--- config.mk ---
export PLATFORM = sky130hd
export DESIGN_NAME = stick_direction_tracker_top
export DESIGN_NICKNAME = d
export VERILOG_FILES = /design/src/sv/sdt_pkg.sv /design/src/sv/stick_direction_tracker_top.sv /design/src/sv/sdt_div.sv /design/src/sv/sdt_ctrl.sv /design/src/sv/sdt_datapath.sv
export SDC_FILE = /design/constraint.sdc
export NUM_CORES = 1
export LEC_CHECK = 0
export BUFFER_PORTS_ARGS = -buffer_cell sky130_fd_sc_hd__buf_2
export CORE_MARGIN = 2
export CORE_UTILIZATION = 50
export DETAILED_ROUTE_END_ITERATION = 7
export HOLD_SLACK_MARGIN = 0.08
export PLACE_DENSITY = 0.62
export RECOVER_POWER = 25
export SLEW_MARGIN = 15
export SYNTH_ARGS = -nofsm -noshare
export SYNTH_HDL_FRONTEND = slang
export SYNTH_HIERARCHICAL = 1
export SYNTH_SLANG_ARGS = --single-unit
export TNS_END_PERCENT = 50
--- constraint.sdc ---
create_clock -name clk_i -period 8.35 [get_ports clk_i]
set_input_delay 1.2525 -clock clk_i [delete_from_list [all_inputs] [get_ports clk_i]]
set_output_delay 1.2525 -clock clk_i [all_outputs]
set_load 0.005 [all_outputs]
--- src/sv/sdt_pkg.sv ---
// Shared constants, codes and controller/datapath types of the stick direction tracker.
package sdt_pkg;

  // Sizes of the calibration accumulators and the serial divider.
  localparam int unsigned SumW     = 24;
  localparam int unsigned CntW     = 8;
  localparam int unsigned DivSteps = 24;
  localparam int unsigned DivCntW  = 5;

  // A calibration run counts at most this many samples.
  localparam logic [CntW-1:0] MaxCalSamples = 8'd255;

  // Direction codes.
  localparam logic [2:0] DirCenter = 3'd0;
  localparam logic [2:0] DirUp     = 3'd1;
  localparam logic [2:0] DirDown   = 3'd2;
  localparam logic [2:0] DirLeft   = 3'd3;
  localparam logic [2:0] DirRight  = 3'd4;

  // Configuration register indexes.
  localparam logic [2:0] CfgCenterLow  = 3'd0;
  localparam logic [2:0] CfgCenterHigh = 3'd1;
  localparam logic [2:0] CfgSpread     = 3'd2;
  localparam logic [2:0] CfgRelease    = 3'd3;
  localparam logic [2:0] CfgEngage     = 3'd4;
  localparam logic [2:0] CfgSwapXy     = 3'd5;
  localparam logic [2:0] CfgFlipX      = 3'd6;
  localparam logic [2:0] CfgFlipY      = 3'd7;

  // Commands from the controller to the datapath.
  typedef struct packed {
    logic load;      // capture the input transfer
    logic exec;      // apply the captured sample to the state
    logic div_load;  // start both center divisions
    logic div_step;  // one restoring division step
    logic finish;    // write centers, qualify, emit the result
  } sdt_cmd_t;

  // Status from the datapath to the controller.
  typedef struct packed {
    logic last_cal;  // captured item is the final calibration sample
    logic out_free;  // the output register can take a result this cycle
  } sdt_status_t;

endpackage

--- src/sv/stick_direction_tracker_top.sv ---
// Top level of the stick direction tracker: controller and datapath.
// The block takes one sample at a time. A stick sample or a calibration sample that is not the
// last of its run is captured, then executed into the output register; the last calibration
// sample then runs 24 serial restoring division steps that form both centers at once.
// The next sample is taken as soon as the current one is finished, while its result may still
// wait in the output register. A result leaves the output register no earlier than the cycle
// after it is formed. Configuration writes take effect at once and are meant for idle periods.
module stick_direction_tracker_top (
  input  logic        clk_i,
  input  logic        rst_ni,
  input  logic        cfg_we_i,
  input  logic [2:0]  cfg_idx_i,
  input  logic [15:0] cfg_wdata_i,
  input  logic        s_axis_tvalid,
  output logic        s_axis_tready,
  input  logic [31:0] s_axis_tdata,   // [15:0] x_sample, [31:16] y_sample
  input  logic        s_axis_tuser,   // [0] action
  input  logic        s_axis_tlast,
  output logic        m_axis_tvalid,
  input  logic        m_axis_tready,
  output logic [7:0]  m_axis_tdata    // [2:0] direction, [3] calibrated, [4] calibration_done
);
  import sdt_pkg::*;

  sdt_cmd_t    cmd;
  sdt_status_t status;

  sdt_ctrl u_ctrl (
    .clk_i         (clk_i),
    .rst_ni        (rst_ni),
    .s_axis_tvalid (s_axis_tvalid),
    .s_axis_tready (s_axis_tready),
    .status_i      (status),
    .cmd_o         (cmd)
  );

  sdt_datapath u_dp (
    .clk_i         (clk_i),
    .rst_ni        (rst_ni),
    .cfg_we_i      (cfg_we_i),
    .cfg_idx_i     (cfg_idx_i),
    .cfg_wdata_i   (cfg_wdata_i),
    .s_axis_tdata  (s_axis_tdata),
    .s_axis_tuser  (s_axis_tuser),
    .s_axis_tlast  (s_axis_tlast),
    .m_axis_tvalid (m_axis_tvalid),
    .m_axis_tready (m_axis_tready),
    .m_axis_tdata  (m_axis_tdata),
    .cmd_i         (cmd),
    .status_o      (status)
  );

endmodule

--- src/sv/sdt_div.sv ---
// Restoring serial divider: one quotient bit per step for a 24-bit magnitude by an 8-bit count.
module sdt_div (
  input  logic                       clk_i,
  input  logic                       load_i,
  input  logic                       step_i,
  input  logic [sdt_pkg::SumW-1:0]   dividend_i,
  input  logic [sdt_pkg::CntW-1:0]   divisor_i,
  output logic [sdt_pkg::SumW-1:0]   quotient_o
);
  import sdt_pkg::*;

  logic [SumW-1:0] quo_q, quo_d;
  logic [CntW-1:0] rem_q, rem_d;
  logic [CntW:0]   trial;
  logic [CntW:0]   diff;

  // Shift the next dividend bit into the remainder and try a subtraction.
  always_comb begin
    trial = {rem_q, quo_q[SumW-1]};
    diff  = trial - {1'b0, divisor_i};
    quo_d = quo_q;
    rem_d = rem_q;
    if (load_i) begin
      quo_d = dividend_i;
      rem_d = '0;
    end else if (step_i) begin
      if (!diff[CntW]) begin
        rem_d = diff[CntW-1:0];
        quo_d = {quo_q[SumW-2:0], 1'b1};
      end else begin
        rem_d = trial[CntW-1:0];
        quo_d = {quo_q[SumW-2:0], 1'b0};
      end
    end
  end

  always_ff @(posedge clk_i) begin
    quo_q <= quo_d;
    rem_q <= rem_d;
  end

  assign quotient_o = quo_q;

endmodule

--- src/sv/sdt_ctrl.sv ---
// Sequencing state machine: accept, execute, run the center divisions, finish.
module sdt_ctrl (
  input  logic                  clk_i,
  input  logic                  rst_ni,
  input  logic                  s_axis_tvalid,
  output logic                  s_axis_tready,
  input  sdt_pkg::sdt_status_t  status_i,
  output sdt_pkg::sdt_cmd_t     cmd_o
);
  import sdt_pkg::*;

  localparam logic [2:0] StIdle  = 3'd0;
  localparam logic [2:0] StExec  = 3'd1;
  localparam logic [2:0] StDload = 3'd2;
  localparam logic [2:0] StDiv   = 3'd3;
  localparam logic [2:0] StFin   = 3'd4;

  logic [2:0]         state_q, state_d;
  logic [DivCntW-1:0] cnt_q, cnt_d;

  // Next state and commands.
  always_comb begin
    state_d       = state_q;
    cnt_d         = cnt_q;
    cmd_o         = '0;
    s_axis_tready = 1'b0;
    unique case (state_q)
      StIdle: begin
        s_axis_tready = 1'b1;
        if (s_axis_tvalid) begin
          cmd_o.load = 1'b1;
          state_d    = StExec;
        end
      end
      StExec: begin
        if (status_i.last_cal) begin
          cmd_o.exec = 1'b1;
          state_d    = StDload;
        end else if (status_i.out_free) begin
          cmd_o.exec = 1'b1;
          state_d    = StIdle;
        end
      end
      StDload: begin
        cmd_o.div_load = 1'b1;
        cnt_d          = DivCntW'(DivSteps);
        state_d        = StDiv;
      end
      StDiv: begin
        cmd_o.div_step = 1'b1;
        cnt_d          = cnt_q - 1'b1;
        if (cnt_q == DivCntW'(1)) begin
          state_d = StFin;
        end
      end
      StFin: begin
        if (status_i.out_free) begin
          cmd_o.finish = 1'b1;
          state_d      = StIdle;
        end
      end
      default: begin
        state_d = StIdle;
      end
    endcase
  end

  always_ff @(posedge clk_i or negedge rst_ni) begin
    if (!rst_ni) begin
      state_q <= StIdle;
      cnt_q   <= '0;
    end else begin
      state_q <= state_d;
      cnt_q   <= cnt_d;
    end
  end

endmodule

--- src/sv/sdt_datapath.sv ---
// Configuration, calibration accumulators, direction state and the output register.
module sdt_datapath (
  input  logic                  clk_i,
  input  logic                  rst_ni,
  input  logic                  cfg_we_i,
  input  logic [2:0]            cfg_idx_i,
  input  logic [15:0]           cfg_wdata_i,
  input  logic [31:0]           s_axis_tdata,
  input  logic                  s_axis_tuser,
  input  logic                  s_axis_tlast,
  output logic                  m_axis_tvalid,
  input  logic                  m_axis_tready,
  output logic [7:0]            m_axis_tdata,
  input  sdt_pkg::sdt_cmd_t     cmd_i,
  output sdt_pkg::sdt_status_t  status_o
);
  import sdt_pkg::*;

  // Configuration registers.
  logic signed [15:0] lo_lim_q, hi_lim_q;
  logic [15:0]        spread_q;
  logic [14:0]        rel_q, eng_q;
  logic               swap_q, flip_x_q, flip_y_q;

  always_ff @(posedge clk_i or negedge rst_ni) begin
    if (!rst_ni) begin
      lo_lim_q <= 16'sh8000;
      hi_lim_q <= 16'sh7fff;
      spread_q <= 16'hffff;
      rel_q    <= 15'd4096;
      eng_q    <= 15'd8192;
      swap_q   <= 1'b0;
      flip_x_q <= 1'b0;
      flip_y_q <= 1'b0;
    end else if (cfg_we_i) begin
      unique case (cfg_idx_i)
        CfgCenterLow:  lo_lim_q <= cfg_wdata_i;
        CfgCenterHigh: hi_lim_q <= cfg_wdata_i;
        CfgSpread:     spread_q <= cfg_wdata_i;
        CfgRelease:    rel_q    <= cfg_wdata_i[14:0];
        CfgEngage:     eng_q    <= cfg_wdata_i[14:0];
        CfgSwapXy:     swap_q   <= cfg_wdata_i[0];
        CfgFlipX:      flip_x_q <= cfg_wdata_i[0];
        CfgFlipY:      flip_y_q <= cfg_wdata_i[0];
        default:       ;
      endcase
    end
  end

  // Captured input item.
  logic               act_q, last_q;
  logic signed [15:0] x_q, y_q;

  always_ff @(posedge clk_i) begin
    if (cmd_i.load) begin
      act_q  <= s_axis_tuser;
      last_q <= s_axis_tlast;
      x_q    <= s_axis_tdata[15:0];
      y_q    <= s_axis_tdata[31:16];
    end
  end

  // Tracking and calibration state.
  logic                   track_q, track_d;
  logic                   armed_q, armed_d;
  logic                   incal_q, incal_d;
  logic [2:0]             held_q, held_d;
  logic signed [15:0]     cx_q, cx_d, cy_q, cy_d;
  logic signed [SumW-1:0] sx_q, sx_d, sy_q, sy_d;
  logic signed [15:0]     minx_q, minx_d, maxx_q, maxx_d;
  logic signed [15:0]     miny_q, miny_d, maxy_q, maxy_d;
  logic [CntW-1:0]        cnt_q, cnt_d;

  // Divider operands and results.
  logic [SumW-1:0]        mag_x, mag_y, quo_x, quo_y;
  logic [CntW-1:0]        divisor;
  logic [SumW-1:0]        cen_x24, cen_y24;
  logic signed [15:0]     cen_x, cen_y;
  logic [16:0]            spr_x, spr_y;
  logic                   ok_x, ok_y;

  assign mag_x   = sx_q[SumW-1] ? SumW'(-sx_q) : SumW'(sx_q);
  assign mag_y   = sy_q[SumW-1] ? SumW'(-sy_q) : SumW'(sy_q);
  assign divisor = (cnt_q == '0) ? CntW'(1) : cnt_q;

  sdt_div u_div_x (
    .clk_i      (clk_i),
    .load_i     (cmd_i.div_load),
    .step_i     (cmd_i.div_step),
    .dividend_i (mag_x),
    .divisor_i  (divisor),
    .quotient_o (quo_x)
  );

  sdt_div u_div_y (
    .clk_i      (clk_i),
    .load_i     (cmd_i.div_load),
    .step_i     (cmd_i.div_step),
    .dividend_i (mag_y),
    .divisor_i  (divisor),
    .quotient_o (quo_y)
  );

  // Signed centers and plausibility of the finished run.
  assign cen_x24 = sx_q[SumW-1] ? (~quo_x + 1'b1) : quo_x;
  assign cen_y24 = sy_q[SumW-1] ? (~quo_y + 1'b1) : quo_y;
  assign cen_x   = cen_x24[15:0];
  assign cen_y   = cen_y24[15:0];
  assign spr_x   = 17'(signed'({maxx_q[15], maxx_q}) - signed'({minx_q[15], minx_q}));
  assign spr_y   = 17'(signed'({maxy_q[15], maxy_q}) - signed'({miny_q[15], miny_q}));
  assign ok_x    = (cen_x >= lo_lim_q) && (cen_x <= hi_lim_q) && (spr_x <= {1'b0, spread_q});
  assign ok_y    = (cen_y >= lo_lim_q) && (cen_y <= hi_lim_q) && (spr_y <= {1'b0, spread_q});

  // Sample update: calibration accumulation or stick qualification.
  logic                   first;
  logic signed [SumW-1:0] bsx, bsy;
  logic [CntW-1:0]        bcnt;
  logic signed [15:0]     bminx, bmaxx, bminy, bmaxy;
  logic signed [16:0]     dx0, dy0, dx1, dy1, dx, dy, rel_s;
  logic [16:0]            absx, absy;
  logic [14:0]            ax, ay;
  logic                   keep;

  always_comb begin
    track_d = track_q;
    armed_d = armed_q;
    incal_d = incal_q;
    held_d  = held_q;
    cx_d    = cx_q;
    cy_d    = cy_q;
    sx_d    = sx_q;
    sy_d    = sy_q;
    minx_d  = minx_q;
    maxx_d  = maxx_q;
    miny_d  = miny_q;
    maxy_d  = maxy_q;
    cnt_d   = cnt_q;

    first = !incal_q;
    bsx   = first ? '0 : sx_q;
    bsy   = first ? '0 : sy_q;
    bcnt  = first ? '0 : cnt_q;
    bminx = first ? x_q : minx_q;
    bmaxx = first ? x_q : maxx_q;
    bminy = first ? y_q : miny_q;
    bmaxy = first ? y_q : maxy_q;

    rel_s = signed'({2'b00, rel_q});
    dx0   = signed'({x_q[15], x_q}) - signed'({cx_q[15], cx_q});
    dy0   = signed'({y_q[15], y_q}) - signed'({cy_q[15], cy_q});
    dx1   = swap_q ? dy0 : dx0;
    dy1   = swap_q ? dx0 : dy0;
    dx    = flip_x_q ? -dx1 : dx1;
    dy    = flip_y_q ? -dy1 : dy1;
    absx  = dx[16] ? 17'(-dx) : 17'(dx);
    absy  = dy[16] ? 17'(-dy) : 17'(dy);
    ax    = absx[16:15] != 2'b00 ? 15'h7fff : absx[14:0];
    ay    = absy[16:15] != 2'b00 ? 15'h7fff : absy[14:0];

    // A held direction stays while its own axis is still past the release band.
    case (held_q)
      DirRight: keep = dx > rel_s;
      DirLeft:  keep = -dx > rel_s;
      DirDown:  keep = dy > rel_s;
      DirUp:    keep = -dy > rel_s;
      default:  keep = 1'b0;
    endcase

    if (cmd_i.exec && !act_q) begin
      // Calibration sample.
      incal_d = !last_q;
      sx_d    = bsx;
      sy_d    = bsy;
      cnt_d   = bcnt;
      minx_d  = bminx;
      maxx_d  = bmaxx;
      miny_d  = bminy;
      maxy_d  = bmaxy;
      if (first) begin
        track_d = 1'b0;
        armed_d = 1'b1;
        held_d  = DirCenter;
      end
      if (bcnt < MaxCalSamples) begin
        sx_d   = bsx + SumW'(x_q);
        sy_d   = bsy + SumW'(y_q);
        minx_d = (x_q < bminx) ? x_q : bminx;
        maxx_d = (x_q > bmaxx) ? x_q : bmaxx;
        miny_d = (y_q < bminy) ? y_q : bminy;
        maxy_d = (y_q > bmaxy) ? y_q : bmaxy;
        cnt_d  = bcnt + 1'b1;
      end
    end else if (cmd_i.exec) begin
      // Stick sample.
      incal_d = 1'b0;
      if (!track_q) begin
        held_d = DirCenter;
      end else if (!keep) begin
        held_d = DirCenter;
        if ((ax < rel_q) && (ay < rel_q)) begin
          armed_d = 1'b1;
        end
        if (armed_d) begin
          if ((ax >= ay) && (ax > eng_q)) begin
            held_d  = (dx > 17'sd0) ? DirRight : DirLeft;
            armed_d = 1'b0;
          end else if ((ay > ax) && (ay > eng_q)) begin
            held_d  = (dy > 17'sd0) ? DirDown : DirUp;
            armed_d = 1'b0;
          end
        end
      end
    end

    if (cmd_i.finish) begin
      cx_d    = cen_x;
      cy_d    = cen_y;
      track_d = ok_x && ok_y;
      incal_d = 1'b0;
    end
  end

  always_ff @(posedge clk_i or negedge rst_ni) begin
    if (!rst_ni) begin
      track_q <= 1'b0;
      armed_q <= 1'b1;
      incal_q <= 1'b0;
      held_q  <= DirCenter;
      cx_q    <= '0;
      cy_q    <= '0;
      sx_q    <= '0;
      sy_q    <= '0;
      minx_q  <= '0;
      maxx_q  <= '0;
      miny_q  <= '0;
      maxy_q  <= '0;
      cnt_q   <= '0;
    end else begin
      track_q <= track_d;
      armed_q <= armed_d;
      incal_q <= incal_d;
      held_q  <= held_d;
      cx_q    <= cx_d;
      cy_q    <= cy_d;
      sx_q    <= sx_d;
      sy_q    <= sy_d;
      minx_q  <= minx_d;
      maxx_q  <= maxx_d;
      miny_q  <= miny_d;
      maxy_q  <= maxy_d;
      cnt_q   <= cnt_d;
    end
  end

  // Output register: holds one result until its transfer completes.
  logic       out_valid_q, out_valid_d;
  logic       out_wr;
  logic [2:0] out_dir_q;
  logic       out_cal_q, out_done_q;

  assign out_wr = (cmd_i.exec && !(!act_q && last_q)) || cmd_i.finish;

  always_comb begin
    out_valid_d = out_valid_q;
    if (out_wr) begin
      out_valid_d = 1'b1;
    end else if (m_axis_tready) begin
      out_valid_d = 1'b0;
    end
  end

  always_ff @(posedge clk_i or negedge rst_ni) begin
    if (!rst_ni) begin
      out_valid_q <= 1'b0;
    end else begin
      out_valid_q <= out_valid_d;
    end
  end

  always_ff @(posedge clk_i) begin
    if (out_wr) begin
      out_dir_q  <= held_d;
      out_cal_q  <= track_d;
      out_done_q <= cmd_i.finish;
    end
  end

  assign m_axis_tvalid     = out_valid_q;
  assign m_axis_tdata      = {3'b000, out_done_q, out_cal_q, out_dir_q};
  assign status_o.last_cal = !act_q && last_q;
  assign status_o.out_free = !out_valid_q || m_axis_tready;

endmodule

==> metrics.log, run 1 <==
[metrics] FF+latch area: 0.009188 mm2
[metrics] average detailed-routed wire length per instance: 22.11 um
[metrics] syn_area_per_cell: 8.873 um2
[metrics] port buffer count: 64
[metrics] CTS Root Buffer Type: sky130_fd_sc_hd__clkbuf_16
[metrics] hold buffer count at CTS: 0
[metrics] number of logic stages on the critical path including buffering: 38
[metrics] final weighted congestion of routability-driven global placement: 0.9864
[metrics] signed area change from the synthesized netlist to the final layout: 9.699%
[metrics] normalized max-slew margin: 11.70%
[metrics] run status: finished, final reports clean
[metrics] ys async rst share: 70.66%
[metrics] post-route ant nets: 0
[metrics] final clock skew: 0.02976 ns
[metrics] crit path buf inv count: 7
[metrics] setup repair after global routing missed its margin: false
[metrics] non-filler instance count after layout: 4459
[metrics] Max-cap violations: 0
[metrics] number of synthesis warnings: 6
[metrics] initial antenna violation count: 2
[metrics] most common cell type on the critical path: sky130_fd_sc_hd__ha_1
[metrics] post-synthesis register bit count: 351
[metrics] most used flip-flop cell after synthesis: sky130_fd_sc_hd__dfrtp_1
[metrics] depth of the CTS H-tree: 2
[metrics] wire length of the first global-routing pass: 150500 um
[metrics] data arrival time of the critical path: 8.30 ns
[metrics] total clock buffers created by CTS: 43
[metrics] boundary pin count: 68
[metrics] cell total after placement: 4375
[metrics] overall die area: 0.06443 mm2
[metrics] count of final setup violators: 0
[metrics] largest fanout on the critical path: 7
[metrics] multi-input gate area in the final layout: 0.02052 mm2
[metrics] starting density of the core: 50.57%
[metrics] clock sinks: 351
[metrics] number of library cell types mapped by synthesis: 118
[metrics] total detailed-routing wirelength: 98590 um
[metrics] cell at the slowest stage of the critical path: sky130_fd_sc_hd__fa_2
[metrics] count of filler cells inserted in the layout: 5622
[metrics] cell count of the worst reg-to-reg path: 38
[metrics] clock latency of the later-clocked register in the worst-skew pair: 0.60 ns
[metrics] total DRC errors in the routed layout: 0
[metrics] clock buffer depth: 3
[metrics] average via count per standard cell: 5.935
[metrics] dominant delay contributor by cell family on the critical path: simple AND/OR/NAND/NOR gates
[metrics] worst stage delay on the critical path: 0.53 ns
[metrics] type of the most critical hold path: flop to flop
[metrics] depth of the worst hold-timing path: 2
[metrics] final worst-path cycle share: 94.46%
[metrics] number of slew-limit violations in the final report: 0
[metrics] kind of start point of the critical path: flop
[metrics] portion of the post-synthesis area used by sequential elements: 29.42%
[metrics] minimum period implied by the final worst setup slack: 7.888 ns
[metrics] clock input transition at the sequential cells of the worst setup and hold paths: 0.06 ns
[metrics] layout cell share with drive strength beyond 1: 12.73%
[metrics] Critical Path RT: 8.77 ns
[metrics] mapped cell area: 0.03121 mm2
[metrics] gate count of the mapped netlist: 3517
[metrics] via total after detailed routing: 26470
[metrics] Max Clk Rate: 126.8 MHz
[metrics] Final Hold Vio Count: 0
[metrics] die extent in x: 253.8 um
[metrics] placeable core area: 0.06171 mm2
[metrics] final net count: 4080
[metrics] std cell rows: 91
[metrics] path type of the worst setup path: flop to flop
[metrics] via count of the first global-routing pass: 25910
[metrics] DRC violation total after the first TritonRoute iteration: 2015
[metrics] Die Y-Extent: 253.8 um
[metrics] Total Routing Usage GR: 30.54%
[metrics] transition time at the pin with the least slew margin: 1.325 ns
[metrics] final total negative setup slack: 0 ns
[metrics] drt pass-1 iters: 6
[metrics] nature of the critical path endpoint: flop
[metrics] CTS tree: yes
[metrics] half-perimeter wire length after placement: 78210 um
[metrics] largest net degree at the start of global routing: 147
[metrics] total gr overflow: 0
[metrics] Post-synth EDFFs: 87
[metrics] Fin Hold WS: 0.4994 ns
-- tightest hold or removal path: stages (launching register included) --
cell and delay (ns):
sky130_fd_sc_hd__dfxtp_1 0.33, sky130_fd_sc_hd__nand2_1 0.06, sky130_fd_sc_hd__o21ai_0 0.06
-- state kept, by name, indices dropped and copies added (netlist names), 3 cells and up --
signal,cells
u_dp/out_dir_q,3
u_dp/hi_lim_q,16
u_dp/cnt_q,8
u_dp/sy_q,24
u_dp/u_div_y/rem_q,8
u_dp/u_div_x/rem_q,8
u_dp/rel_q,15
u_dp/u_div_x/quotient_o,24
u_dp/lo_lim_q,16
u_dp/x_q,16
u_dp/maxy_q,16
u_dp/sx_q,24
u_dp/maxx_q,16
u_dp/spread_q,16
u_ctrl/cnt_q,5
u_dp/held_q,3
u_dp/eng_q,15
u_dp/cy_q,16
u_dp/y_q,16
u_dp/minx_q,16
u_dp/u_div_y/quotient_o,24
u_dp/cx_q,16
u_dp/miny_q,16
u_ctrl/state_q,3
-- area by class of cell --
class	instances	area share, %
clock inverter	25	0.8041
clock buffer	55	3.607
antenna	1	0.007310
timing repair buffer	139	2.628
tap	837	3.059
inverter	285	3.125
sequential	351	26.84
multi-input combinational	2766	59.93
-- Yosys cell counts, drive strengths merged (35+ instances only) --
cell type	instances	area [um2]
nor2	161	614.3
and2	57	359.1
clkbuf	86	324.1
nand3	43	220.2
edfxtp	87	2613
mux2	143	1614
o21a	41	307.8
ha	428	5355
nand2b	72	450.4
o21ai	314	1575
dfrtp	213	5330
nand2	323	1212
xor2	72	630.6
nor2b	88	550.5
xnor2	146	1279
a21oi	236	1192
mux2i	36	364.1
nand4	68	431.7
a21o	78	585.6
nor3	54	291.5
dfstp	35	919.6
inv	284	1066
-- cell families (layout without fill, tap and decap cells) --
group	after synthesis	count (layout)	share of synthesized area, %
AO/OA/AOI/OAI	921	921	18.77
XOR/XNOR	218	218	6.118
adder cells (fa/ha/maj)	436	436	17.67
buffers and inverters	402	504	5.016
flip-flops	351	351	29.42
multiplexers	179	179	6.339
other	1	4	0.01202
AND/OR/NAND/NOR	1009	1009	16.65
-- what timing repair did --
action                                  4_1_cts  5_1_grt
resized for setup                             0        7
endpoints found under the setup margin        0        7
buffers inserted                              0        3
-- per-stage QoR --
step           util, %  setup slack (ns)  instance area, um2
3_5_place_dp     52.97           0.02219               32690
3_3_place_gp     52.97            0.2423               32690
4_1_cts          55.42           0.03781               34200
2_1_floorplan        -             1.067               31210
5_1_grt          55.47         0.0008198               34230
6_report         55.47            0.4622               34230
-- placed cells by master, fill, tap and decap left out, drive strengths merged, types with 57 or more instances in the layout --
cell type,Yosys,layout
a21o,78,78
a21oi,236,236
and2,57,57
buf,31,128
clkbuf,86,66
dfrtp,213,213
edfxtp,87,87
ha,428,428
inv,284,286
mux2,143,143
nand2,323,323
nand2b,72,72
nand4,68,68
nor2,161,161
nor2b,88,88
o21ai,314,314
xnor2,146,146
xor2,72,72
-- path summary, 6_finish.rpt --
kind / start / endpoint / slack, ns
max reg2reg: u_dp/x_q[0] / u_dp/out_dir_q[1] / 0.46
min reg2reg: u_dp/u_div_y/rem_q[2] / u_dp/u_div_y/rem_q[2] / 0.50
max in group asynchronous: rst_ni / u_dp/eng_q[3] / 6.20
min: u_dp/u_div_y/rem_q[2] / u_dp/u_div_y/rem_q[2] / 0.50
min in group asynchronous: rst_ni / u_dp/miny_q[8] / 0.76
max: u_dp/x_q[0] / u_dp/out_dir_q[1] / 0.46
-- routing by layer --
layer,part of all wire [%],vias up,GRT usage [%]
met2,48,659,52.52
met4,5.7,2,15.63
met5,0.013,-,0
li1,-,12790,-
met1,42,12840,37.98
met3,3.9,180,3.124
Power of run 1 is left out: the tool's default activity adds up to more than one toggle a clock period on the data nets, which glitch-free logic cannot reach.
==> run 2, diff against run 1 <==
--- a/config.mk
+++ b/config.mk
@@ -10,7 +10,7 @@
 export CORE_UTILIZATION = 50
 export DETAILED_ROUTE_END_ITERATION = 7
 export HOLD_SLACK_MARGIN = 0.08
-export PLACE_DENSITY = 0.62
+export PLACE_DENSITY = 0.66
 export RECOVER_POWER = 25
 export SLEW_MARGIN = 15
 export SYNTH_ARGS = -nofsm -noshare
==> constraint.sdc (replaced) <==
create_clock -name clk_i -period 7.6 [get_ports clk_i]
set_input_delay 1.14 -clock clk_i [delete_from_list [all_inputs] [get_ports clk_i]]
set_output_delay 1.14 -clock clk_i [all_outputs]
set_load 0.02 [all_outputs]
==> run 2 against run 1 <==
Compared with the run above:
- hold slack worse by 0.0057 ns
- count of clock-buffer cells in the layout rose by 8
- highest routed layer unchanged
- cell area grew 2.1%
- core utilization rose by 1.2 points
- first-iteration DRC count fell by 2.0%
- non-clock buffer count grew 65
- flip-flop and latch count stayed put
- sequential share of layout area is 0.55 points lower
==> metrics.log, run 2 (synthesized netlist as in run 1, its figures left out) <==
[metrics] run status: finished, final reports clean (unchanged)
[metrics] average via count per standard cell: 5.832 (was 5.935)
[metrics] final clock skew: 0.06429 ns (was 0.02976 ns)
[metrics] Die Y-Extent: 253.8 um (unchanged)
[metrics] Final Hold Vio Count: 0 (unchanged)
[metrics] average detailed-routed wire length per instance: 20.18 um (was 22.11 um)
[metrics] drt pass-1 iters: 6 (unchanged)
[metrics] CTS Root Buffer Type: sky130_fd_sc_hd__clkbuf_16 (unchanged)
[metrics] non-filler instance count after layout: 4525 (was 4459)
[metrics] overall die area: 0.06443 mm2 (unchanged)
[metrics] clock sinks: 351 (unchanged)
[metrics] boundary pin count: 68 (unchanged)
[metrics] most common library cell in the layout ignoring fill and taps: sky130_fd_sc_hd__ha_1 (unchanged)
[metrics] wire length of the first global-routing pass: 142300 um (was 150500 um)
[metrics] total clock buffers created by CTS: 44 (was 43)
[metrics] final net count: 4146 (was 4080)
[metrics] signed area change from the synthesized netlist to the final layout: 11.99% (was 9.699%)
[metrics] initial antenna violation count: 2 (unchanged)
[metrics] Critical Path RT: 8.00 ns (was 8.77 ns)
[metrics] largest fanout on the critical path: 6 (was 7)
[metrics] half-perimeter wire length after placement: 72150 um (was 78210 um)
[metrics] clock latency of the later-clocked register in the worst-skew pair: 0.62 ns (was 0.60 ns)
[metrics] total gr overflow: 0 (unchanged)
[metrics] starting density of the core: 50.57% (unchanged)
[metrics] port buffer count: 64 (unchanged)
[metrics] placeable core area: 0.06171 mm2 (unchanged)
[metrics] most common cell type on the critical path: sky130_fd_sc_hd__buf_4 (was sky130_fd_sc_hd__ha_1)
[metrics] count of final setup violators: 0 (unchanged)
[metrics] CTS tree: yes (unchanged)
[metrics] Max-cap violations: 0 (unchanged)
[metrics] worst stage delay on the critical path: 0.50 ns (was 0.53 ns)
[metrics] total DRC errors in the routed layout: 0 (unchanged)
[metrics] type of the most critical hold path: flop to flop (unchanged)
[metrics] number of slew-limit violations in the final report: 0 (unchanged)
[metrics] number of inserted diodes: 0 (was 1)
[metrics] commonest cells after routing, fill and taps aside: 424 x sky130_fd_sc_hd__ha_1, 317 x sky130_fd_sc_hd__nand2_1, 301 x sky130_fd_sc_hd__o21ai_0 (was 428 x sky130_fd_sc_hd__ha_1, 323 x sky130_fd_sc_hd__nand2_1, 305 x sky130_fd_sc_hd__o21ai_0)
[metrics] normalized max-slew margin: 10.36% (was 11.70%)
[metrics] clock buffer depth: 3 (unchanged)
[metrics] depth of the CTS H-tree: 2 (unchanged)
[metrics] hold buffer count at CTS: 0 (unchanged)
[metrics] via count of the first global-routing pass: 24980 (was 25910)
[metrics] data arrival time of the critical path: 7.73 ns (was 8.30 ns)
[metrics] Total Routing Usage GR: 28.26% (was 30.54%)
[metrics] minimum period implied by the final worst setup slack: 7.331 ns (was 7.888 ns)
[metrics] via total after detailed routing: 26390 (was 26470)
[metrics] largest net degree at the start of global routing: 110 (was 147)
[metrics] transition time at the pin with the least slew margin: 1.345 ns (was 1.325 ns)
[metrics] layout cell share with drive strength beyond 1: 15.16% (was 12.73%)
[metrics] die extent in x: 253.8 um (unchanged)
[metrics] nature of the critical path endpoint: flop (unchanged)
[metrics] total detailed-routing wirelength: 91300 um (was 98590 um)
[metrics] clock input transition at the sequential cells of the worst setup and hold paths: 0.06 ns (about the same)
[metrics] final weighted congestion of routability-driven global placement: 0.9919 (was 0.9864)
[metrics] path type of the worst setup path: flop to flop (unchanged)
[metrics] Max Clk Rate: 136.4 MHz (was 126.8 MHz)
[metrics] post-route ant nets: 0 (unchanged)
[metrics] kind of start point of the critical path: flop (unchanged)
[metrics] std cell rows: 91 (unchanged)
[metrics] DRC violation total after the first TritonRoute iteration: 1975 (was 2015)
[metrics] cell at the slowest stage of the critical path: sky130_fd_sc_hd__or4_4 (was sky130_fd_sc_hd__fa_2)
[metrics] cell total after placement: 4418 (was 4375)
[metrics] final worst-path cycle share: 96.46% (was 94.46%)
## run 2: cell count changes in the layout (fill, tap and decap cells not counted), sizes merged
cell,delta
buf,+63
bufinv,-3
clkbuf,+10
clkinv,-4
clkinvlp,+1
diode,-1
## run 2: through the flow
step           instance area, um2  utilization [%]  setup WS [ns]  setup TNS [ns]  hold slack, ns
2_1_floorplan               31210                -         0.3168               0          0.4501
3_3_place_gp                33000            53.47        0.07018               0          0.4814
3_5_place_dp                33000            53.47        -0.1015         -0.2107          0.4862
4_1_cts                     34510            55.92        0.01348               0          0.4948
5_1_grt                     34950            56.63       -0.08456         -0.1355          0.5206
6_report                    34950            56.63         0.2691               0          0.4937
## run 2: layout make-up
class                           count  area, um2
Clock buffer                       63       1244
Multi-Input combinational cell   2766      20800
Timing Repair Buffer              204       1358
Tap cell                          837       1047
Fill cell                        5720      26760
Sequential cell                   351       9188
Inverter                          285       1070
Clock inverter                     19      242.7
## run 2: critical path: cells and delay by family (launching register included)
family / cells / cell delay, ns
buf+inv: 7 / 0.78
simple gates: 12 / 2.89
fa+ha+maj: 4 / 1.01
flops: 1 / 0.35
compound gates: 8 / 1.89
xor+xnor: 1 / 0.19
## run 2: path summary, 6_finish.rpt
path                                       start                    end  slack, ns  cells past startpoint
min                        u_dp/u_div_x/rem_q[2]  u_dp/u_div_x/rem_q[2]       0.49                      2
min reg2reg                u_dp/u_div_x/rem_q[2]  u_dp/u_div_x/rem_q[2]       0.49                      2
max in group asynchronous                 rst_ni          u_dp/sy_q[21]       5.62                      2
max                                  u_dp/y_q[0]      u_dp/out_dir_q[0]       0.27                     32
max reg2reg                          u_dp/y_q[0]      u_dp/out_dir_q[0]       0.27                     32
min in group asynchronous                 rst_ni        u_ctrl/cnt_q[4]       0.60                      1
## run 2: timing repair
item | in CTS | in global routing
pin swaps | 1 | 19
setup endpoints to repair | 7 | 7
gates resized for setup | 4 | 65
setup buffers | 1 | 24
## run 2: routing by layer
metal	vias to the layer above	GRT usage (%)	routed length (um)	part of all wire (%)
met1	12570	37.69	41060	45
met3	211	3.401	4721	5.2
met4	2	11.70	4386	4.8
met5	-	0	11	0.012
met2	687	46.42	41120	45
li1	12920	-	-	-
Power of run 2 is left out for the same reason.
==> run 3, diff against run 2 <==
--- a/config.mk
+++ b/config.mk
@@ -9,9 +9,9 @@
 export CORE_MARGIN = 2
 export CORE_UTILIZATION = 50
 export DETAILED_ROUTE_END_ITERATION = 7
+export GPL_ROUTABILITY_DRIVEN = 1
 export HOLD_SLACK_MARGIN = 0.08
 export PLACE_DENSITY = 0.66
-export RECOVER_POWER = 25
 export SLEW_MARGIN = 15
 export SYNTH_ARGS = -nofsm -noshare
 export SYNTH_HDL_FRONTEND = slang
==> run 3 against run 2 <==
Compared with the run above:
- core utilization is 0.073 points higher
- sequential share of layout area hardly changed
- non-clock buffer count stayed put
- count of clock-buffer cells in the layout stayed put
- cell area is 0.13% higher
- die area stayed put
- clock skew is 0.0010 ns higher
- critical path depth is 3 lower
- register-to-register slack worse by 0.03 ns
==> metrics.log, run 3 (synthesized netlist as in run 1, its figures left out) <==
[metrics] type of the most critical hold path: flop to flop (unchanged)
[metrics] Critical Path RT: 8.00 ns (about the same)
[metrics] transition time at the pin with the least slew margin: 1.175 ns (was 1.345 ns)
[metrics] Die Y-Extent: 253.8 um (unchanged)
[metrics] wire length of the first global-routing pass: 142300 um (unchanged)
[metrics] drt pass-1 iters: 5 (was 6)
[metrics] total gr overflow: 0 (unchanged)
[metrics] overall die area: 0.06443 mm2 (unchanged)
[metrics] largest fanout on the critical path: 7 (was 6)
[metrics] Final Hold Vio Count: 0 (unchanged)
[metrics] Total Routing Usage GR: 28.26% (unchanged)
[metrics] average detailed-routed wire length per instance: 20.18 um (about the same)
[metrics] starting density of the core: 50.57% (unchanged)
[metrics] clock sinks: 351 (unchanged)
[metrics] number of slew-limit violations in the final report: 0 (unchanged)
[metrics] CTS tree: yes (unchanged)
[metrics] clock buffer depth: 3 (unchanged)
[metrics] final worst-path cycle share: 96.90% (was 96.46%)
[metrics] minimum period implied by the final worst setup slack: 7.365 ns (was 7.331 ns)
[metrics] final clock skew: 0.06533 ns (was 0.06429 ns)
[metrics] CTS Root Buffer Type: sky130_fd_sc_hd__clkbuf_16 (unchanged)
[metrics] path type of the worst setup path: flop to flop (unchanged)
[metrics] signed area change from the synthesized netlist to the final layout: 12.14% (was 11.99%)
[metrics] initial antenna violation count: 2 (unchanged)
[metrics] final net count: 4146 (unchanged)
[metrics] nature of the critical path endpoint: flop (unchanged)
[metrics] total clock buffers created by CTS: 44 (unchanged)
[metrics] largest net degree at the start of global routing: 110 (unchanged)
[metrics] count of final setup violators: 0 (unchanged)
[metrics] boundary pin count: 68 (unchanged)
[metrics] die extent in x: 253.8 um (unchanged)
[metrics] number of inserted diodes: 0 (unchanged)
[metrics] Final Core Density: 56.71% (was 56.63%)
[metrics] layout cell share with drive strength beyond 1: 15.62% (was 15.16%)
[metrics] total detailed-routing wirelength: 91320 um (was 91300 um)
[metrics] std cell rows: 91 (unchanged)
[metrics] cell at the slowest stage of the critical path: sky130_fd_sc_hd__or4_4 (unchanged)
[metrics] total DRC errors in the routed layout: 0 (unchanged)
[metrics] dominant delay contributor by cell family on the critical path: compound AO/OA/AOI/OAI gates (was simple AND/OR/NAND/NOR gates)
[metrics] via count of the first global-routing pass: 24980 (unchanged)
[metrics] final total negative setup slack: 0 ns (unchanged)
[metrics] crit path buf inv count: 3 (was 7)
[metrics] clock latency of the later-clocked register in the worst-skew pair: 0.62 ns (about the same)
[metrics] post-route ant nets: 0 (unchanged)
[metrics] Max Clk Rate: 135.8 MHz (was 136.4 MHz)
[metrics] half-perimeter wire length after placement: 72150 um (unchanged)
[metrics] cell total after placement: 4418 (unchanged)
[metrics] via total after detailed routing: 26410 (was 26390)
[metrics] most common library cell in the layout ignoring fill and taps: sky130_fd_sc_hd__ha_1 (unchanged)
[metrics] run status: finished, final reports clean (unchanged)
[metrics] final weighted congestion of routability-driven global placement: 0.9919 (unchanged)
[metrics] port buffer count: 64 (unchanged)
[metrics] DRC violation total after the first TritonRoute iteration: 1956 (was 1975)
[metrics] worst stage delay on the critical path: 0.54 ns (was 0.50 ns)
[metrics] depth of the CTS H-tree: 2 (unchanged)
[metrics] clock input transition at the sequential cells of the worst setup and hold paths: 0.06 ns (about the same)
[metrics] normalized max-slew margin: 21.11% (was 10.36%)
[metrics] hold buffer count at CTS: 0 (unchanged)
[metrics] placeable core area: 0.06171 mm2 (unchanged)
[metrics] average via count per standard cell: 5.836 (was 5.832)
[metrics] data arrival time of the critical path: 7.76 ns (was 7.73 ns)
[metrics] non-filler instance count after layout: 4525 (unchanged)
[metrics] commonest cells after routing, fill and taps aside: 424 x sky130_fd_sc_hd__ha_1, 317 x sky130_fd_sc_hd__nand2_1, 301 x sky130_fd_sc_hd__o21ai_0 (unchanged)
[metrics] Max-cap violations: 0 (unchanged)
[metrics] kind of start point of the critical path: flop (unchanged)
## run 3: cell types whose count changed in the layout (fill, tap and decap cells not counted), sizes merged
cell,previous run,this run
buf,191,204
clkbuf,76,63
## run 3: layer usage
layer  vias to the layer above  global-route usage, %  share of wire, %
met2                       707                  46.42                45
met3                       208                  3.401               5.0
met1                     12570                  37.69                45
met4                         2                  11.70               4.8
li1                      12920                      -                 -
met5                         -                      0             0.012
## run 3: timing repair
item	in CTS	in global routing
resized for setup	4	65
buffers inserted	1	24
gates cloned	0	0
endpoints found under the setup margin	7	7
pin swaps	1	19
## run 3: cell type report
| class | count | area [um2] |
|---|---|---|
| Sequential cell | 351 | 9188 |
| Fill cell | 5704 | 26720 |
| Tap cell | 837 | 1047 |
| Multi-Input combinational cell | 2766 | 20820 |
| Clock buffer | 63 | 1244 |
| Clock inverter | 19 | 242.7 |
| Inverter | 285 | 1070 |
| Timing Repair Buffer | 204 | 1381 |
## run 3: path summary, 6_finish.rpt
kind	start	endpoint	depth (start not counted)	slack [ns]
max	u_dp/y_q[0]	u_dp/out_dir_q[0]	29	0.24
min	u_dp/u_div_x/rem_q[2]	u_dp/u_div_x/rem_q[2]	2	0.49
max reg2reg	u_dp/y_q[0]	u_dp/out_dir_q[0]	29	0.24
min reg2reg	u_dp/u_div_x/rem_q[2]	u_dp/u_div_x/rem_q[2]	2	0.49
max in group asynchronous	rst_ni	u_dp/sy_q[20]	2	5.62
min in group asynchronous	rst_ni	u_ctrl/cnt_q[4]	1	0.60
## run 3: through the flow
stage	area, um2	setup slack [ns]	hold WS, ns
2_1_floorplan	31210	0.3168	0.4501
3_3_place_gp	33000	0.07018	0.4814
3_5_place_dp	33000	-0.1015	0.4862
4_1_cts	34510	0.01348	0.4948
5_1_grt	34990	-0.08456	0.5206
6_report	34990	0.2354	0.4937
## run 3: tightest hold or removal path: cells and delay by family, from the launching register on
kind | cells | cell delay, ns
DFF | 1 | 0.32
AOI/OAI and AO/OA | 1 | 0.06
and+or+nand+nor | 1 | 0.05
Power of run 3 is left out for the same reason.
